==> config.mk <==
export PLATFORM = sky130hd
export DESIGN_NAME = albr_queue
export DESIGN_NICKNAME = d
export VERILOG_FILES = /design/src/hw/rtl/albr_pkg.sv /design/src/hw/rtl/albr_queue.sv
export SDC_FILE = /design/constraint.sdc
export NUM_CORES = 1
export LEC_CHECK = 0
export BUFFER_PORTS_ARGS = -buffer_cell sky130_fd_sc_hd__buf_2
export CAP_MARGIN = 20
export CORE_MARGIN = 4
export CORE_UTILIZATION = 50
export CTS_BUF_LIST = sky130_fd_sc_hd__clkbuf_16
export CTS_CLUSTER_SIZE = 24
export DETAILED_ROUTE_END_ITERATION = 8
export MAX_ROUTING_LAYER = met4
export PLACE_DENSITY = 0.76
export RECOVER_POWER = 50
export SLEW_MARGIN = 10
export SYNTH_ARGS = -nofsm -noshare
export SYNTH_HDL_FRONTEND = slang
export SYNTH_SLANG_ARGS = --single-unit
==> constraint.sdc <==
create_clock -name clock -period 1.62 [get_ports clock]
set_input_delay 0.324 -clock clock [delete_from_list [all_inputs] [get_ports clock]]
set_output_delay 0.324 -clock clock [all_outputs]
set_load 0.02 [all_outputs]
==> src/hw/rtl/albr_pkg.sv <==
// ----------------------------------------------------------------------------
// albr_pkg
// Shared types and constants of the append-log block remapper: field widths,
// operation and status codes, register indexes and the front-to-back command.
// ----------------------------------------------------------------------------
package albr_pkg;

   localparam int SECTOR_W    = 32;
   localparam int MAP_ENTRIES = 4096;
   localparam int BLK_W       = $clog2(MAP_ENTRIES);
   localparam int MAP_W       = SECTOR_W + 1;   // valid bit + physical sector
   localparam int SPB_W       = 8;
   localparam int LBC_W       = 13;
   localparam int COUNT_W     = 16;
   localparam int OP_W        = 2;
   localparam int STATUS_W    = 3;
   localparam int CSR_IDX_W   = 2;
   localparam int CSR_DATA_W  = 32;
   localparam int BOUND_W     = SPB_W + LBC_W;
   localparam int DIV_CNT_W   = $clog2(BLK_W);
   // power of two, pointers wrap naturally
   localparam int QUEUE_DEPTH = 2;
   localparam int QUEUE_AW    = $clog2(QUEUE_DEPTH);

   localparam logic [CSR_IDX_W-1:0] CSR_SECTORS_PER_BLOCK   = 2'd0;
   localparam logic [CSR_IDX_W-1:0] CSR_LOGICAL_BLOCK_COUNT = 2'd1;
   localparam logic [CSR_IDX_W-1:0] CSR_PHYS_LIMIT          = 2'd2;

   localparam logic [SPB_W-1:0]    SPB_RESET   = 8'd8;
   localparam logic [LBC_W-1:0]    LBC_RESET   = 13'd4096;
   localparam logic [SECTOR_W-1:0] LIMIT_RESET = 32'hFFFF_FFFF;

   typedef enum logic [OP_W-1:0] {
      OP_READ  = 2'd0,
      OP_WRITE = 2'd1,
      OP_FLUSH = 2'd2,
      OP_OTHER = 2'd3
   } op_type;

   typedef enum logic [STATUS_W-1:0] {
      ST_REMAPPED = 3'd0,
      ST_UNMAPPED = 3'd1,
      ST_INVALID  = 3'd2,
      ST_NOSPACE  = 3'd3,
      ST_FLUSH    = 3'd4
   } status_type;

   typedef enum logic [1:0] {
      CMD_READ    = 2'd0,
      CMD_WRITE   = 2'd1,
      CMD_FLUSH   = 2'd2,
      CMD_INVALID = 2'd3
   } cmd_kind_type;

   typedef struct packed {
      cmd_kind_type     kind;
      logic [BLK_W-1:0] blk;
   } cmd_type;

   typedef enum logic [2:0] {
      F_IDLE,
      F_MUL,
      F_RANGE,
      F_DIV,
      F_PUSH
   } front_state_type;

   typedef enum logic [2:0] {
      B_CLEAR,
      B_IDLE,
      B_READ,
      B_WRITE,
      B_OUT
   } back_state_type;

endpackage

==> src/hw/rtl/albr_queue.sv <==
// ----------------------------------------------------------------------------
// albr_queue
// Short command queue between the request front end and the map back end.
// ----------------------------------------------------------------------------
module albr_queue (
   input  logic             clock,
   input  logic             reset,
   input  logic             push,
   input  albr_pkg::cmd_type push_cmd,
   output logic             push_ready,
   input  logic             pop,
   output logic             pop_valid,
   output albr_pkg::cmd_type pop_cmd
);

   albr_pkg::cmd_type             slot_ff [albr_pkg::QUEUE_DEPTH];
   logic [albr_pkg::QUEUE_AW-1:0] wr_ptr_ff, wr_ptr_in;
   logic [albr_pkg::QUEUE_AW-1:0] rd_ptr_ff, rd_ptr_in;
   logic [albr_pkg::QUEUE_AW:0]   count_ff, count_in;
   logic                          do_push, do_pop;

   assign push_ready = count_ff != (albr_pkg::QUEUE_AW+1)'(albr_pkg::QUEUE_DEPTH);
   assign pop_valid  = count_ff != '0;
   assign pop_cmd    = slot_ff[rd_ptr_ff];
   assign do_push    = push && push_ready;
   assign do_pop     = pop && pop_valid;

   always_comb begin
      wr_ptr_in = do_push ? wr_ptr_ff + 1'b1 : wr_ptr_ff;
      rd_ptr_in = do_pop  ? rd_ptr_ff + 1'b1 : rd_ptr_ff;
      count_in  = count_ff;
      if (do_push && !do_pop) begin
         count_in = count_ff + 1'b1;
      end else if (do_pop && !do_push) begin
         count_in = count_ff - 1'b1;
      end
   end

   always_ff @(posedge clock) begin
      if (reset) begin
         wr_ptr_ff <= '0;
         rd_ptr_ff <= '0;
         count_ff  <= '0;
      end else begin
         wr_ptr_ff <= wr_ptr_in;
         rd_ptr_ff <= rd_ptr_in;
         count_ff  <= count_in;
      end
   end

   always_ff @(posedge clock) begin
      if (do_push) begin
         slot_ff[wr_ptr_ff] <= push_cmd;
      end
   end

   a_count_bound: assert property (@(posedge clock) disable iff (reset)
      count_ff <= (albr_pkg::QUEUE_AW+1)'(albr_pkg::QUEUE_DEPTH))
      else $error("queue count beyond depth");

   a_count_track: assert property (@(posedge clock) disable iff (reset)
      (do_push && !do_pop) |=> count_ff == $past(count_ff) + 1'b1)
      else $error("queue count missed a push");

   a_ptr_gap: assert property (@(posedge clock) disable iff (reset)
      (count_ff == '0) |-> (wr_ptr_ff == rd_ptr_ff))
      else $error("empty queue with pointers apart");

endmodule

==> results by group <==
Detailed routing
  – Vias/cell: 5.06
  – Drc violations: 0
  – Initial DRC Count: 8
  – Drt wl/cell: 15.2 um
  – Antenna viol nets, final: 0
  – First drt pass iteration count: 4
  – Total number of vias: 718
  – Detailed Route WL: 2.16 mm

Worst setup path
  – Element type at the critical path start: flip-flop
  – Slowest cell on crit path: mux2_2
  – WP data arrival: 1.25 ns
  – Setup Crit Path Kind: reg -> out
  – CP cell instances: buf_4 -> mux2_2 -> buf_2
  – CP endpoint kind: output port
  – CP required: 1.30 ns
  – Worst-path maximum fanout: 7
  – Reg2Reg Depth: 6
  – Slowest stage delay, CP: 0.34 ns

Layout
  – # diodes: 0
  – Final nets: 132
  – P&R area growth vs syn: 31.4%
  – Finished Cell Area: 1610 um2
  – Share of cells above drive strength 1: 0.474

Die
  – Die Wd: 57.5 um
  – # rows: 17
  – Die Y: 57.5 um
  – CORE AREA: 2280 um2
  – Starting density of the core: 0.539
  – I/O Pins: 34
  – Die footprint: 3310 um2

Synth
  – Post-synth EDFFs: 28
  – Synthesized Nets: 86
  – Sequential area share after synthesis: 0.767
  – Synth Flop Type: edfxtp_1
  – Avg Cell Area, Syn: 18.3 um2
  – Synth area leaders: edfxtp_1 (69%), mux2_2 (13%), dfxtp_1 (8.2%)
  – Top cells by instance count after synthesis: edfxtp_1 (28), mux2_2 (14), dfxtp_1 (5)
  – Post-Syn Area: 1230 um2
  – #FFs+latches synth: 33
  – Most numerous cell in the Yosys netlist: edfxtp_1
  – Number of distinct library cells after synthesis: 17
  – Ys Warns: 0
  – Gate Count Post-Synth: 67
  – Asr flop ratio synth: 0
  – Post-synth top area cell: edfxtp_1
  – Top-area cell type share of the netlist area: 0.686

Place
  – Port bufs: 33
  – Gpl congestion: 0.646
  – Worst slack, placed: 0.0519 ns
  – DP Wirelength: 1.57 mm
  – Cell Area, Placed: 1480 um2

Timing
  – RSZ-0062 raised after global routing: true
  – Rel. slew slack: 0.709
  – Final setup skew: 0.00531 ns
  – Setup ws final: 0.0428 ns
  – Worst-margin pin slew: 0.436 ns
  – Post-route setup TNS: 0 ns
  – Final worst-path cycle share: 0.974
  – Final hold violation count: 0
  – Slew Viols, Final: 0
  – # setup viols final: 0
  – Final Critical Period: 1.58 ns
  – Max Clk Rate: 634 MHz

GRT
  – Largest net degree at the start of global routing: 10
  – Initial antenna violation count: 0
  – Grt total ovfl: 0
  – Global-route wire length before repair: 3.58 mm
  – Vias in the first global route: 793
  – Global Route Usage Sum: 0.153

Clocking
  – Clk Latency, worst-skew pair: 0.27 ns
  – Reg clk slew, reported paths: 0.05 ns
  – Setup repair bufs after CTS: 0
  – CTS H-Tree Depth: 2
  – Hold_buf cts: 0
  – CTS tree: built
  – Clk root buf: clkbuf_16
  – PostCTS Resize Cnt: 0
  – Clk buf depth: 2
  – Clock sink count: 33
  – Num CTS Buffers: 5

Job
  – Max capacitance violation total: 0

Power and ir drop
  – Worst vdd ir: 1180 uV
  – Pleak: 0.633 nW
  – PwrDens: 1740 nW/um2
  – Overall Power: 2.80 mW

Worst hold path
  – Worst hold stages: 1
  – Hold/Removal Path Class: in -> reg

Run status
  – Status: finished clean
==> worst paths after layout <==
path	start	endpoint	slack, ns
setup / recovery	flip-flop	pop_cmd[2]	0.04
hold / removal	push_cmd[10]	slot_ff[1][10]	0.24
setup reg to reg	count_ff[0]	count_ff[1]	0.09
hold reg to reg	rd_ptr_ff	flip-flop	0.52
==> final cells by class <==
class                   instances  area, um2
flip-flops and latches         33        941
fillers                       163        664
multi-input cells              32        292
repair buffers                 40        204
clock buffers                   5        125
well taps                      28       35.0
clock inverters                 3       11.3
inverters                       1       3.75
==> through the flow <==
stage	hold WS, ns	utilization	cells
global placement	0.493	0.649	134
CTS	0.239	0.709	142
global route	0.239	0.708	142
detailed placement	0.501	0.649	134
floorplan	0.393	-	67
finish	0.243	0.708	142
==> cell usage in the layout, fill, tap and decap left out <==
| cell type | n |
|---|---|
| a21bo_2 | 1 |
| a21oi_1 | 2 |
| and2_1 | 1 |
| and3_1 | 1 |
| buf_2 | 25 |
| buf_4 | 6 |
| clkbuf_1 | 9 |
| clkbuf_16 | 5 |
| dfxtp_1 | 5 |
| edfxtp_1 | 28 |
| ha_4 | 1 |
| inv_1 | 4 |
| mux2_2 | 14 |
| nand2b_2 | 1 |
| nand3b_1 | 1 |
| nor2_1 | 3 |
| o21ai_0 | 1 |
| o21ai_1 | 1 |
| or2_2 | 1 |
| or3_1 | 1 |
| xor2_1 | 3 |
==> kinds of logic (layout without fill, tap and decap cells) <==
group           after synthesis  after routing  synth area share
flops                        33             33             0.767
mux                          14             14             0.129
simple gates                  9              9            0.0408
compound gates                5              5            0.0245
xor+xnor                      3              3            0.0214
buf+inv                       2             49           0.00714
fa+ha+maj                     1              1            0.0102
==> sequential cells by signal, indices dropped and copies added, names as in the netlist, named ones only <==
signal / flops
wr_ptr_ff: 1
count_ff: 2
slot_ff: 28
rd_ptr_ff: 1
==> where the power goes <==
| part | leakage [nW] | switching, mW | total [mW] | internal [mW] |
|---|---|---|---|---|
| sequential | 0.303 | 0.0462 | 1.12 | 1.07 |
| combinational | 0.253 | 0.465 | 0.836 | 0.372 |
| clock | 0.0776 | 0.294 | 0.844 | 0.550 |
==> per-layer routing <==
layer  vias to the layer above  part of all wire  GRT usage
li1                        348                 -          -
met1                       339              0.38      0.162
met2                        28              0.53      0.248
met3                         3             0.081     0.0566
met4                         0             0.011     0.0795
met5                         -                 0          -
==> worst max-delay path: cells and delay by family (launching register included) <==
family / cells / cell delay, ns
muxes: 1 / 0.34
buffers and inverters: 2 / 0.32
DFF: 1 / 0.32
(Power assumes the default switching activity.)
