<file path="config.mk">
export PLATFORM = sky130hd
export DESIGN_NAME = albr_front
export DESIGN_NICKNAME = d
export VERILOG_FILES = /design/src/hw/rtl/albr_pkg.sv /design/src/hw/rtl/albr_front.sv
export SDC_FILE = /design/constraint.sdc
export NUM_CORES = 1
export LEC_CHECK = 0
export ABC_AREA = 1
export CAP_MARGIN = 20
export CORE_MARGIN = 1
export CORE_UTILIZATION = 65
export DETAILED_ROUTE_END_ITERATION = 8
export DONT_BUFFER_PORTS = 1
export PLACE_DENSITY = 0.81
export SLEW_MARGIN = 20
export SYNTH_ARGS = -nofsm -noshare
export SYNTH_HDL_FRONTEND = slang
export SYNTH_SLANG_ARGS = --single-unit
</file>
<file path="constraint.sdc">
create_clock -name clock -period 5.95 [get_ports clock]
set_clock_uncertainty 0.15 [all_clocks]
set_input_delay 0.8925 -clock clock [delete_from_list [all_inputs] [get_ports clock]]
set_output_delay 0.8925 -clock clock [all_outputs]
set_load 0.05 [all_outputs]
</file>
<file path="src/hw/rtl/albr_pkg.sv">
// ----------------------------------------------------------------------------
// albr_pkg
// Shared types and constants of the append-log block remapper: field widths,
// operation and status codes, register indexes and the front-to-back command.
// ----------------------------------------------------------------------------
package albr_pkg;

   localparam int SECTOR_W    = 32;
   localparam int MAP_ENTRIES = 4096;
   localparam int BLK_W       = $clog2(MAP_ENTRIES);
   localparam int MAP_W       = SECTOR_W + 1;   // valid bit + physical sector
   localparam int SPB_W       = 8;
   localparam int LBC_W       = 13;
   localparam int COUNT_W     = 16;
   localparam int OP_W        = 2;
   localparam int STATUS_W    = 3;
   localparam int CSR_IDX_W   = 2;
   localparam int CSR_DATA_W  = 32;
   localparam int BOUND_W     = SPB_W + LBC_W;
   localparam int DIV_CNT_W   = $clog2(BLK_W);
   // power of two, pointers wrap naturally
   localparam int QUEUE_DEPTH = 2;
   localparam int QUEUE_AW    = $clog2(QUEUE_DEPTH);

   localparam logic [CSR_IDX_W-1:0] CSR_SECTORS_PER_BLOCK   = 2'd0;
   localparam logic [CSR_IDX_W-1:0] CSR_LOGICAL_BLOCK_COUNT = 2'd1;
   localparam logic [CSR_IDX_W-1:0] CSR_PHYS_LIMIT          = 2'd2;

   localparam logic [SPB_W-1:0]    SPB_RESET   = 8'd8;
   localparam logic [LBC_W-1:0]    LBC_RESET   = 13'd4096;
   localparam logic [SECTOR_W-1:0] LIMIT_RESET = 32'hFFFF_FFFF;

   typedef enum logic [OP_W-1:0] {
      OP_READ  = 2'd0,
      OP_WRITE = 2'd1,
      OP_FLUSH = 2'd2,
      OP_OTHER = 2'd3
   } op_type;

   typedef enum logic [STATUS_W-1:0] {
      ST_REMAPPED = 3'd0,
      ST_UNMAPPED = 3'd1,
      ST_INVALID  = 3'd2,
      ST_NOSPACE  = 3'd3,
      ST_FLUSH    = 3'd4
   } status_type;

   typedef enum logic [1:0] {
      CMD_READ    = 2'd0,
      CMD_WRITE   = 2'd1,
      CMD_FLUSH   = 2'd2,
      CMD_INVALID = 2'd3
   } cmd_kind_type;

   typedef struct packed {
      cmd_kind_type     kind;
      logic [BLK_W-1:0] blk;
   } cmd_type;

   typedef enum logic [2:0] {
      F_IDLE,
      F_MUL,
      F_RANGE,
      F_DIV,
      F_PUSH
   } front_state_type;

   typedef enum logic [2:0] {
      B_CLEAR,
      B_IDLE,
      B_READ,
      B_WRITE,
      B_OUT
   } back_state_type;

endpackage

</file>
<file path="src/hw/rtl/albr_front.sv">
// ----------------------------------------------------------------------------
// albr_front
// Request front end: takes a request, checks size, alignment and range, and
// finds the logical block with a bit-serial divide by the block size.
// ----------------------------------------------------------------------------
module albr_front (
   input  logic                               clock,
   input  logic                               reset,
   input  logic                               enable,
   input  logic                               req_valid,
   output logic                               req_ready,
   input  logic [albr_pkg::OP_W-1:0]          req_operation,
   input  logic [albr_pkg::SECTOR_W-1:0]      req_logical_sector,
   input  logic [albr_pkg::COUNT_W-1:0]       req_sector_count,
   input  logic [albr_pkg::SPB_W-1:0]         spb,
   input  logic [albr_pkg::LBC_W-1:0]         lbc,
   output logic                               cmd_valid,
   input  logic                               cmd_ready,
   output albr_pkg::cmd_type                  cmd
);

   albr_pkg::front_state_type        state_ff, state_in;
   albr_pkg::op_type                 op_ff, op_in;
   logic [albr_pkg::SECTOR_W-1:0]    lsec_ff, lsec_in;
   logic [albr_pkg::COUNT_W-1:0]     count_ff, count_in;
   logic [albr_pkg::BOUND_W-1:0]     bound_ff, bound_in;
   logic [albr_pkg::SPB_W-1:0]       rem_ff, rem_in;
   logic [albr_pkg::BLK_W-1:0]       low_ff, low_in;
   logic [albr_pkg::BLK_W-1:0]       quot_ff, quot_in;
   logic [albr_pkg::DIV_CNT_W-1:0]   cnt_ff, cnt_in;
   albr_pkg::cmd_type                cmd_ff, cmd_in;
   logic [albr_pkg::LBC_W-1:0]       lim;
   logic [albr_pkg::SPB_W:0]         trial;
   logic                             fits;
   logic [albr_pkg::SPB_W-1:0]       rem_next;
   logic [albr_pkg::BLK_W-1:0]       quot_next;
   logic                             accept;

   assign req_ready = enable && (state_ff == albr_pkg::F_IDLE);
   assign accept    = req_valid && req_ready;
   assign cmd_valid = state_ff == albr_pkg::F_PUSH;
   assign cmd       = cmd_ff;

   assign lim = (lbc > albr_pkg::LBC_W'(albr_pkg::MAP_ENTRIES)) ?
                albr_pkg::LBC_W'(albr_pkg::MAP_ENTRIES) : lbc;

   // one restoring-divide step; remainder stays below the block size
   assign trial     = {rem_ff, low_ff[albr_pkg::BLK_W-1]};
   assign fits      = trial >= {1'b0, spb};
   assign rem_next  = fits ? albr_pkg::SPB_W'(trial - {1'b0, spb})
                           : albr_pkg::SPB_W'(trial);
   assign quot_next = {quot_ff[albr_pkg::BLK_W-2:0], fits};

   always_ff @(posedge clock) begin
      if (reset) begin
         state_ff <= albr_pkg::F_IDLE;
      end else begin
         state_ff <= state_in;
      end
   end

   always_ff @(posedge clock) begin
      op_ff    <= op_in;
      lsec_ff  <= lsec_in;
      count_ff <= count_in;
      bound_ff <= bound_in;
      rem_ff   <= rem_in;
      low_ff   <= low_in;
      quot_ff  <= quot_in;
      cnt_ff   <= cnt_in;
      cmd_ff   <= cmd_in;
   end

   always_comb begin
      state_in = state_ff;
      op_in    = op_ff;
      lsec_in  = lsec_ff;
      count_in = count_ff;
      bound_in = bound_ff;
      rem_in   = rem_ff;
      low_in   = low_ff;
      quot_in  = quot_ff;
      cnt_in   = cnt_ff;
      cmd_in   = cmd_ff;
      unique case (state_ff)
         albr_pkg::F_IDLE: begin
            if (accept) begin
               op_in    = albr_pkg::op_type'(req_operation);
               lsec_in  = req_logical_sector;
               count_in = req_sector_count;
               state_in = albr_pkg::F_MUL;
            end
         end
         albr_pkg::F_MUL: begin
            // lsec / spb < lim  <=>  lsec < spb * lim
            bound_in = albr_pkg::BOUND_W'(spb) * albr_pkg::BOUND_W'(lim);
            state_in = albr_pkg::F_RANGE;
         end
         albr_pkg::F_RANGE: begin
            cmd_in.blk = '0;
            state_in   = albr_pkg::F_PUSH;
            if (op_ff == albr_pkg::OP_FLUSH) begin
               cmd_in.kind = albr_pkg::CMD_FLUSH;
            end else if (op_ff == albr_pkg::OP_OTHER || spb == '0 ||
                         count_ff != albr_pkg::COUNT_W'(spb) ||
                         lsec_ff >= albr_pkg::SECTOR_W'(bound_ff)) begin
               cmd_in.kind = albr_pkg::CMD_INVALID;
            end else begin
               // in range, so the top bits already sit below spb
               rem_in   = lsec_ff[albr_pkg::BLK_W +: albr_pkg::SPB_W];
               low_in   = lsec_ff[albr_pkg::BLK_W-1:0];
               quot_in  = '0;
               cnt_in   = '0;
               state_in = albr_pkg::F_DIV;
            end
         end
         albr_pkg::F_DIV: begin
            rem_in  = rem_next;
            low_in  = low_ff << 1;
            quot_in = quot_next;
            cnt_in  = cnt_ff + 1'b1;
            if (cnt_ff == albr_pkg::DIV_CNT_W'(albr_pkg::BLK_W - 1)) begin
               cmd_in.blk = quot_next;
               if (rem_next != '0) begin
                  cmd_in.kind = albr_pkg::CMD_INVALID;
               end else if (op_ff == albr_pkg::OP_WRITE) begin
                  cmd_in.kind = albr_pkg::CMD_WRITE;
               end else begin
                  cmd_in.kind = albr_pkg::CMD_READ;
               end
               state_in = albr_pkg::F_PUSH;
            end
         end
         albr_pkg::F_PUSH: begin
            if (cmd_ready) begin
               state_in = albr_pkg::F_IDLE;
            end
         end
         default: begin
            state_in = albr_pkg::F_IDLE;
         end
      endcase
   end

   a_rem_below_spb: assert property (@(posedge clock) disable iff (reset)
      (state_ff == albr_pkg::F_DIV) |-> (rem_ff < spb))
      else $error("divider remainder not below block size");

   a_push_holds: assert property (@(posedge clock) disable iff (reset)
      (state_ff == albr_pkg::F_PUSH && !cmd_ready) |=>
         (state_ff == albr_pkg::F_PUSH && $stable(cmd_ff)))
      else $error("command dropped while queue full");

   a_flush_fast: assert property (@(posedge clock) disable iff (reset)
      (state_ff == albr_pkg::F_RANGE && op_ff == albr_pkg::OP_FLUSH) |=>
         (state_ff == albr_pkg::F_PUSH && cmd_ff.kind == albr_pkg::CMD_FLUSH))
      else $error("flush not passed straight to queue");

endmodule

</file>
==> run metrics, run 1 <==
status=complete, no violations; # hold bufs at CTS=0; Synth area leader=edfxtp_1; die height=119 um; wire length per cell=17.0 um; critical path launch point type=input port; detailed placement HPWL=14.1 mm; switching share of power=33.2%; Seq/Total Area, Yosys=41.3%; XOR/XNOR Fraction of Synth Area=2.37%; worst hold start=low_ff[5]; FF-to-FF path depth=13; post-synth top area share=40.6%; GRT Util Overall=29.8%; power per cell area=320 mW/mm^2; largest net degree at the start of global routing=52; Worst R2R Start=lsec_ff[7]; ys flop type=edfxtp_1; mux cell area share after synthesis=0%; largest family of logic cells by synthesized area=adder cells; Layout Utilization=72.8%; Hold WS=0.379 ns; CTS sink cnt=123; routed vias=6381; Pre-antenna DRT Iters=6; postcts setup bufs=0; Critical Path, Cell by Cell=nor4_1, a21oi_2, nor2_1, inv_1, nor2_1, fa_1, fa_1, fa_1, inv_1, fa_1, inv_1, ha_1, nand2_1, nor2_1, inv_1, nor4_2, nand4_1, nand3_1, xor2_1; r2r endpoint=low_ff[3]; Die Wd=119 um; Seq pwr share=39.2%; Hold Path Class=reg -> reg; first-pass GRT wire length=32.0 mm; cell count after synthesis=942; placed insts=1108; Hold Vio Cnt, Final=0; Rel. slew slack=36.6%; synthesis-to-layout area growth=9.01%; Post-synth EDFFs=120; Final Power=3.10 mW; crit-path max FO=9; Final nets=1165; ANT nets after route=0; simple-gate area share of the yosys netlist=17.7%; crit-path max cell delay=0.55 ns; critical path buffer and inverter count=4; worst vdd ir=270 uV; vias in the first global route=6586; Tcrit/Tclk final=93.2%; synth warn=0; core footprint=0.0133 sq mm; Worst-Margin Slew=0.947 ns; Reg clk slew, reported paths=0.06 ns; worst min-delay path endpoint=low_ff[6]; initial antenna violation count=1; Setup CP Type=in -> reg; Netlist cell types=40; leading cell types in the layout, fill and taps excluded=inv_1 (186), nand2_1 (172), nor2_1 (148); Final min period=5.55 ns; Mean Syn Cell Area=9.42 sq um; clk_lat worst skew=0.42 ns; RSZ-0062 raised after global routing=false; hold depth=2; Initial DRC Count=567; H-Tree Depth=4; Max Cap Violations=0; # IOs=92; Leak=4.61 nW; clock power share=33.0%; post-route setup TNS=0 ns; DRT Wirelength=19.3 mm; vias per std cell=5.60; Max Fclk=0.180 GHz; slowest CP cell=fa_1; commonest non-fill, non-tap cell in the layout=inv_1; diode count=0; Post-route DRC=0; Filler Cells Inserted=920; CP arrival=5.56 ns; number of I/O port buffers=0; largest cells by area after synthesis=edfxtp_1 (41%), fa_1 (15%), ha_1 (10%); asr flop ratio synth=0%; Internal=2.07 mW; CP top delay family=adder cells; Net Count, Synth=1156; CP Capture Type=register; cts bufs inserted=17; #FFs+latches synth=123; Die ar.=0.0141 sq mm; mapped cell area=0.00887 sq mm; Reg2Reg Setup Slack=3.06 ns; Initial Utilization=66.8%; non-filler cells, final=1139; # rows=42; CTS Buffer Depth=2; TritonCTS clock tree=done; fin. max-slew vios=0; P_sw=1.03 mW; Synth Area in Compound Gates=4.86%; CP Data Required Time=5.96 ns; layout cell share with drive strength beyond 1=6.02%; GP Congestion=0.910; Logic pwr share=27.8%; Overflow after GRT=0; CTS Root Cell=clkbuf_16; Adder-Cell Fraction of Synth Area=25.1%; final setup fails=0
==> cell usage after synthesis, drive strengths merged, types with 2 or more instances <==
| cell type | count |
|---|---|
| ha | 71 |
| inv | 189 |
| nor4 | 5 |
| or2 | 2 |
| edfxtp | 120 |
| clkbuf | 11 |
| o31ai | 2 |
| nor2 | 149 |
| nand3 | 22 |
| nand4 | 11 |
| a21oi | 36 |
| dfxtp | 3 |
| nor3 | 8 |
| nand2 | 175 |
| o21ai | 26 |
| xor2 | 14 |
| fa | 67 |
| o21bai | 4 |
| xnor2 | 10 |
| buf | 4 |
| nand3b | 7 |
==> metrics by stage <==
step | setup slack, ns | cell area, sq um
6_report | 0.402 | 9670
3_3_place_gp | -0.207 | 9080
3_5_place_dp | -0.157 | 9080
5_1_grt | 0.0455 | 9670
4_1_cts | 0.266 | 9660
2_1_floorplan | 0.521 | 8870
==> how the worst max path moves through the flow <==
stage                              end  cells past startpoint  startpoint  slack (ns)
after floorplan           bound_ff[15]                     22     lbc[12]        0.52
after global placement    bound_ff[20]                     19      lbc[6]       -0.21
after detailed placement  bound_ff[20]                     19      lbc[6]       -0.16
after CTS                 bound_ff[20]                     19      lbc[6]        0.27
after global routing      bound_ff[20]                     19      lbc[6]        0.05
final                     bound_ff[20]                     19      lbc[6]        0.40
==> power groups by stage <==
| stage | registers, mW | clock network [mW] | logic (mW) |
|---|---|---|---|
| 6_report | 1.21 | 1.02 | 0.861 |
| 5_1_grt | 1.22 | 1.06 | 0.992 |
| 4_1_cts | 1.21 | 1.03 | 0.860 |
| 3_5_place_dp | 1.23 | 0 | 0.848 |
| 3_3_place_gp | 1.22 | 0 | 0.819 |
| 2_1_floorplan | 1.22 | 0 | 0.662 |
==> flip-flops by register name, summed over array words and instances (netlist names), 3 cells and up <==
name and cells:
state_ff 3, bound_ff 21, cmd 14, low_ff 12, count_ff 16, rem_ff 8
lsec_ff 32, quot_ff 11, cnt_ff 4
==> layer usage <==
metal / global-route usage, % / vias to the layer above / wire (um)
met5: 0 / - / 0
met4: 8.70 / 0 / 349
met3: 9.00 / 28 / 1710
met2: 50.6 / 314 / 9570
met1: 36.8 / 3028 / 7710
li1: - / 3011 / -
==> cell type report <==
| type | count | area (sq um) | area share [%] |
|---|---|---|---|
| flip-flops and latches | 123 | 3660 | 37.9 |
| inverters | 189 | 709 | 7.33 |
| repair buffers | 5 | 37.5 | 0.388 |
| multi-input cells | 615 | 4460 | 46.1 |
| well taps | 176 | 220 | 2.28 |
| clock buffers | 18 | 429 | 4.44 |
| clock inverters | 13 | 153 | 1.58 |
==> kinds of logic after synthesis <==
group / Yosys count
AND/OR/NAND/NOR: 380
adder cells (fa/ha/maj): 138
XOR/XNOR: 24
flip-flops: 123
AO/OA/AOI/OAI: 73
buffers and inverters: 204
==> timing repair <==
action | in CTS | in global routing
resized for setup | 0 | 1
endpoints found under the hold margin | 0 | 0
endpoints found under the setup margin | 0 | 1
==> tightest hold or removal path, delay by kind of cell (launching register included) <==
family / cells / cell delay (ns)
flip-flops: 1 / 0.33
AND/OR/NAND/NOR: 2 / 0.11
Note: power is estimated with default switching activity, not from simulation.
==> run 2, diff against run 1 <==
--- a/config.mk
+++ b/config.mk
@@ -12,6 +12,7 @@
 export DETAILED_ROUTE_END_ITERATION = 8
 export DONT_BUFFER_PORTS = 1
 export PLACE_DENSITY = 0.81
+export REMOVE_ABC_BUFFERS = 1
 export SLEW_MARGIN = 20
 export SYNTH_ARGS = -nofsm -noshare
 export SYNTH_HDL_FRONTEND = slang
==> run 2 against run 1 <==
Setup slack gained 0.019 ns. Wire length shrank 1.2%. Final area increased by 0.62%. Clock power rose by 6%. Global-route usage is 0.21 points higher. Worst hold slack got worse by 0.0054 ns. Sequential power about the same. Highest routed layer unchanged.
==> run metrics, run 2 (synthesis gave the netlist of run 1 again) <==
status=complete, no violations (unchanged); RSZ-0062 raised after global routing=false (unchanged); CP Capture Type=register (unchanged); DRT Wirelength=19.1 mm (was 19.3 mm); most flop-heavy register=lsec_ff (unchanged); CP Data Required Time=5.96 ns (about the same); Worst R2R Start=lsec_ff[6] (was lsec_ff[7]); post-route setup TNS=0 ns (unchanged); worst vdd ir=259 uV (was 270 uV); final setup fails=0 (unchanged); Rel. slew slack=36.3% (was 36.6%); Logic pwr share=27.6% (was 27.8%); P_sw=1.03 mW (about the same); routed vias=6448 (was 6381); Max Fclk=0.181 GHz (was 0.180 GHz); GP Congestion=0.920 (was 0.910); core footprint=0.0133 sq mm (unchanged); diode count=0 (unchanged); # IOs=92 (unchanged); Hold Vio Cnt, Final=0 (unchanged); first-pass GRT wire length=32.2 mm (was 32.0 mm); Internal=2.13 mW (was 2.07 mW); detailed placement HPWL=13.6 mm (was 14.1 mm); Die Wd=119 um (unchanged); clk_lat worst skew=0.41 ns (was 0.42 ns); Overflow after GRT=0 (unchanged); largest net degree at the start of global routing=52 (unchanged); switching share of power=32.5% (was 33.2%); commonest non-fill, non-tap cell in the layout=inv_1 (unchanged); # rows=42 (unchanged); power per cell area=325 mW/mm^2 (was 320 mW/mm^2); synthesis-to-layout area growth=9.69% (was 9.01%); Hold WS=0.374 ns (was 0.379 ns); fin. max-slew vios=0 (unchanged); TritonCTS clock tree=done (unchanged); Hold Path Class=reg -> reg (unchanged); die height=119 um (unchanged); ANT nets after route=0 (unchanged); CP arrival=5.54 ns (was 5.56 ns); Seq pwr share=38.3% (was 39.2%); crit-path max FO=9 (unchanged); leading cell types in the layout, fill and taps excluded=inv_1 (186), nand2_1 (172), nor2_1 (148) (unchanged); Top Registers=lsec_ff (32), bound_ff (21), count_ff (16) (unchanged); wire length per cell=16.7 um (was 17.0 um); postcts setup bufs=0 (unchanged); CTS Buffer Depth=2 (unchanged); clock power share=34.0% (was 33.0%); Reg clk slew, reported paths=0.06 ns (about the same); Tcrit/Tclk final=92.9% (was 93.2%); Max Cap Violations=0 (unchanged); CTS sink cnt=123 (unchanged); Pre-antenna DRT Iters=5 (was 6); Post-route DRC=0 (unchanged); number of I/O port buffers=0 (unchanged); Worst-Margin Slew=0.953 ns (was 0.947 ns); vias in the first global route=6667 (was 6586); layout cell share with drive strength beyond 1=6.51% (was 6.02%); Final nets=1169 (was 1165); critical path launch point type=input port (unchanged); Final Power=3.16 mW (was 3.10 mW); Leak=4.67 nW (was 4.61 nW); H-Tree Depth=4 (unchanged); CTS Root Cell=clkbuf_16 (unchanged); initial antenna violation count=0 (was 1); non-filler cells, final=1144 (was 1139); Setup CP Type=in -> reg (unchanged); Setup crit start=lbc[2] (was lbc[6]); Die ar.=0.0141 sq mm (unchanged); Initial Utilization=66.8% (unchanged); worst hold start=low_ff[5] (unchanged); Largest register FFs=32 (unchanged); GRT Util Overall=30.0% (was 29.8%); Final min period=5.53 ns (was 5.55 ns); cts bufs inserted=17 (unchanged); Layout Utilization=73.2% (was 72.8%); # hold bufs at CTS=0 (unchanged); CTS resizes=0 (unchanged); placed insts=1112 (was 1108); vias per std cell=5.64 (was 5.60); Initial DRC Count=626 (was 567)
[run 2: changes by cell type in the layout (fill, tap and decap cells not counted), sizes merged]
cell | previous run | this run
buf | 5 | 9
bufinv | 3 | 4
clkbuf | 18 | 21
clkinv | 5 | 4
clkinvlp | 5 | 2
inv | 189 | 190
[run 2: stage by stage]
| stage | setup slack [ns] | area (sq um) |
|---|---|---|
| after CTS | 0.533 | 9730 |
| after global routing | 0.0709 | 9730 |
| after detailed placement | 0.111 | 9110 |
| after global placement | 0.227 | 9110 |
| final | 0.421 | 9730 |
| after floorplan | 0.554 | 8810 |
[run 2: routing by layer]
layer | part of all wire [%] | global-route usage (%) | wire length (um)
met1 | 39 | 37.4 | 7440
met2 | 48 | 48.8 | 9110
met3 | 9.2 | 7.76 | 1770
met4 | 4.1 | 14.9 | 786
met5 | 0 | 0 | 0
[run 2: power by group through the flow]
stage / combinational (mW) / sequential (mW) / clock [mW]
6_report: 0.873 / 1.21 / 1.08
5_1_grt: 1.01 / 1.22 / 1.12
4_1_cts: 0.870 / 1.21 / 1.09
3_5_place_dp: 0.848 / 1.23 / 0
3_3_place_gp: 0.820 / 1.22 / 0
2_1_floorplan: 0.658 / 1.22 / 0
[run 2: final timing paths]
| kind | depth (start not counted) | slack [ns] | endpoint |
|---|---|---|---|
| worst max-delay path | 22 | 0.42 | bound_ff[20] |
| worst min-delay path | 2 | 0.37 | low_ff[6] |
| worst max register to register | 13 | 3.26 | low_ff[0] |
| worst min register to register | 2 | 0.37 | low_ff[6] |
[run 2: area by class of cell]
cell class | instances | area (sq um)
multi-input cells | 615 | 4460
flip-flops and latches | 123 | 3660
fillers | 912 | 3560
inverters | 189 | 709
clock buffers | 21 | 450
well taps | 176 | 220
clock inverters | 11 | 168
repair buffers | 9 | 67.6
[run 2: critical path, stage by stage]
cell,delay [ns]
inv_1,0.04
nand4_1,0.08
nor2_1,0.06
a21oi_2,0.32
inv_1,0.11
nand2_1,0.26
nor2_1,0.11
fa_1,0.58
fa_1,0.45
fa_1,0.54
inv_1,0.05
fa_1,0.53
inv_1,0.04
ha_1,0.34
nand2_1,0.09
nor2_1,0.11
inv_1,0.07
nor4_1,0.23
buf_4,0.19
o21ai_0,0.19
nand3_1,0.17
xor2_1,0.07
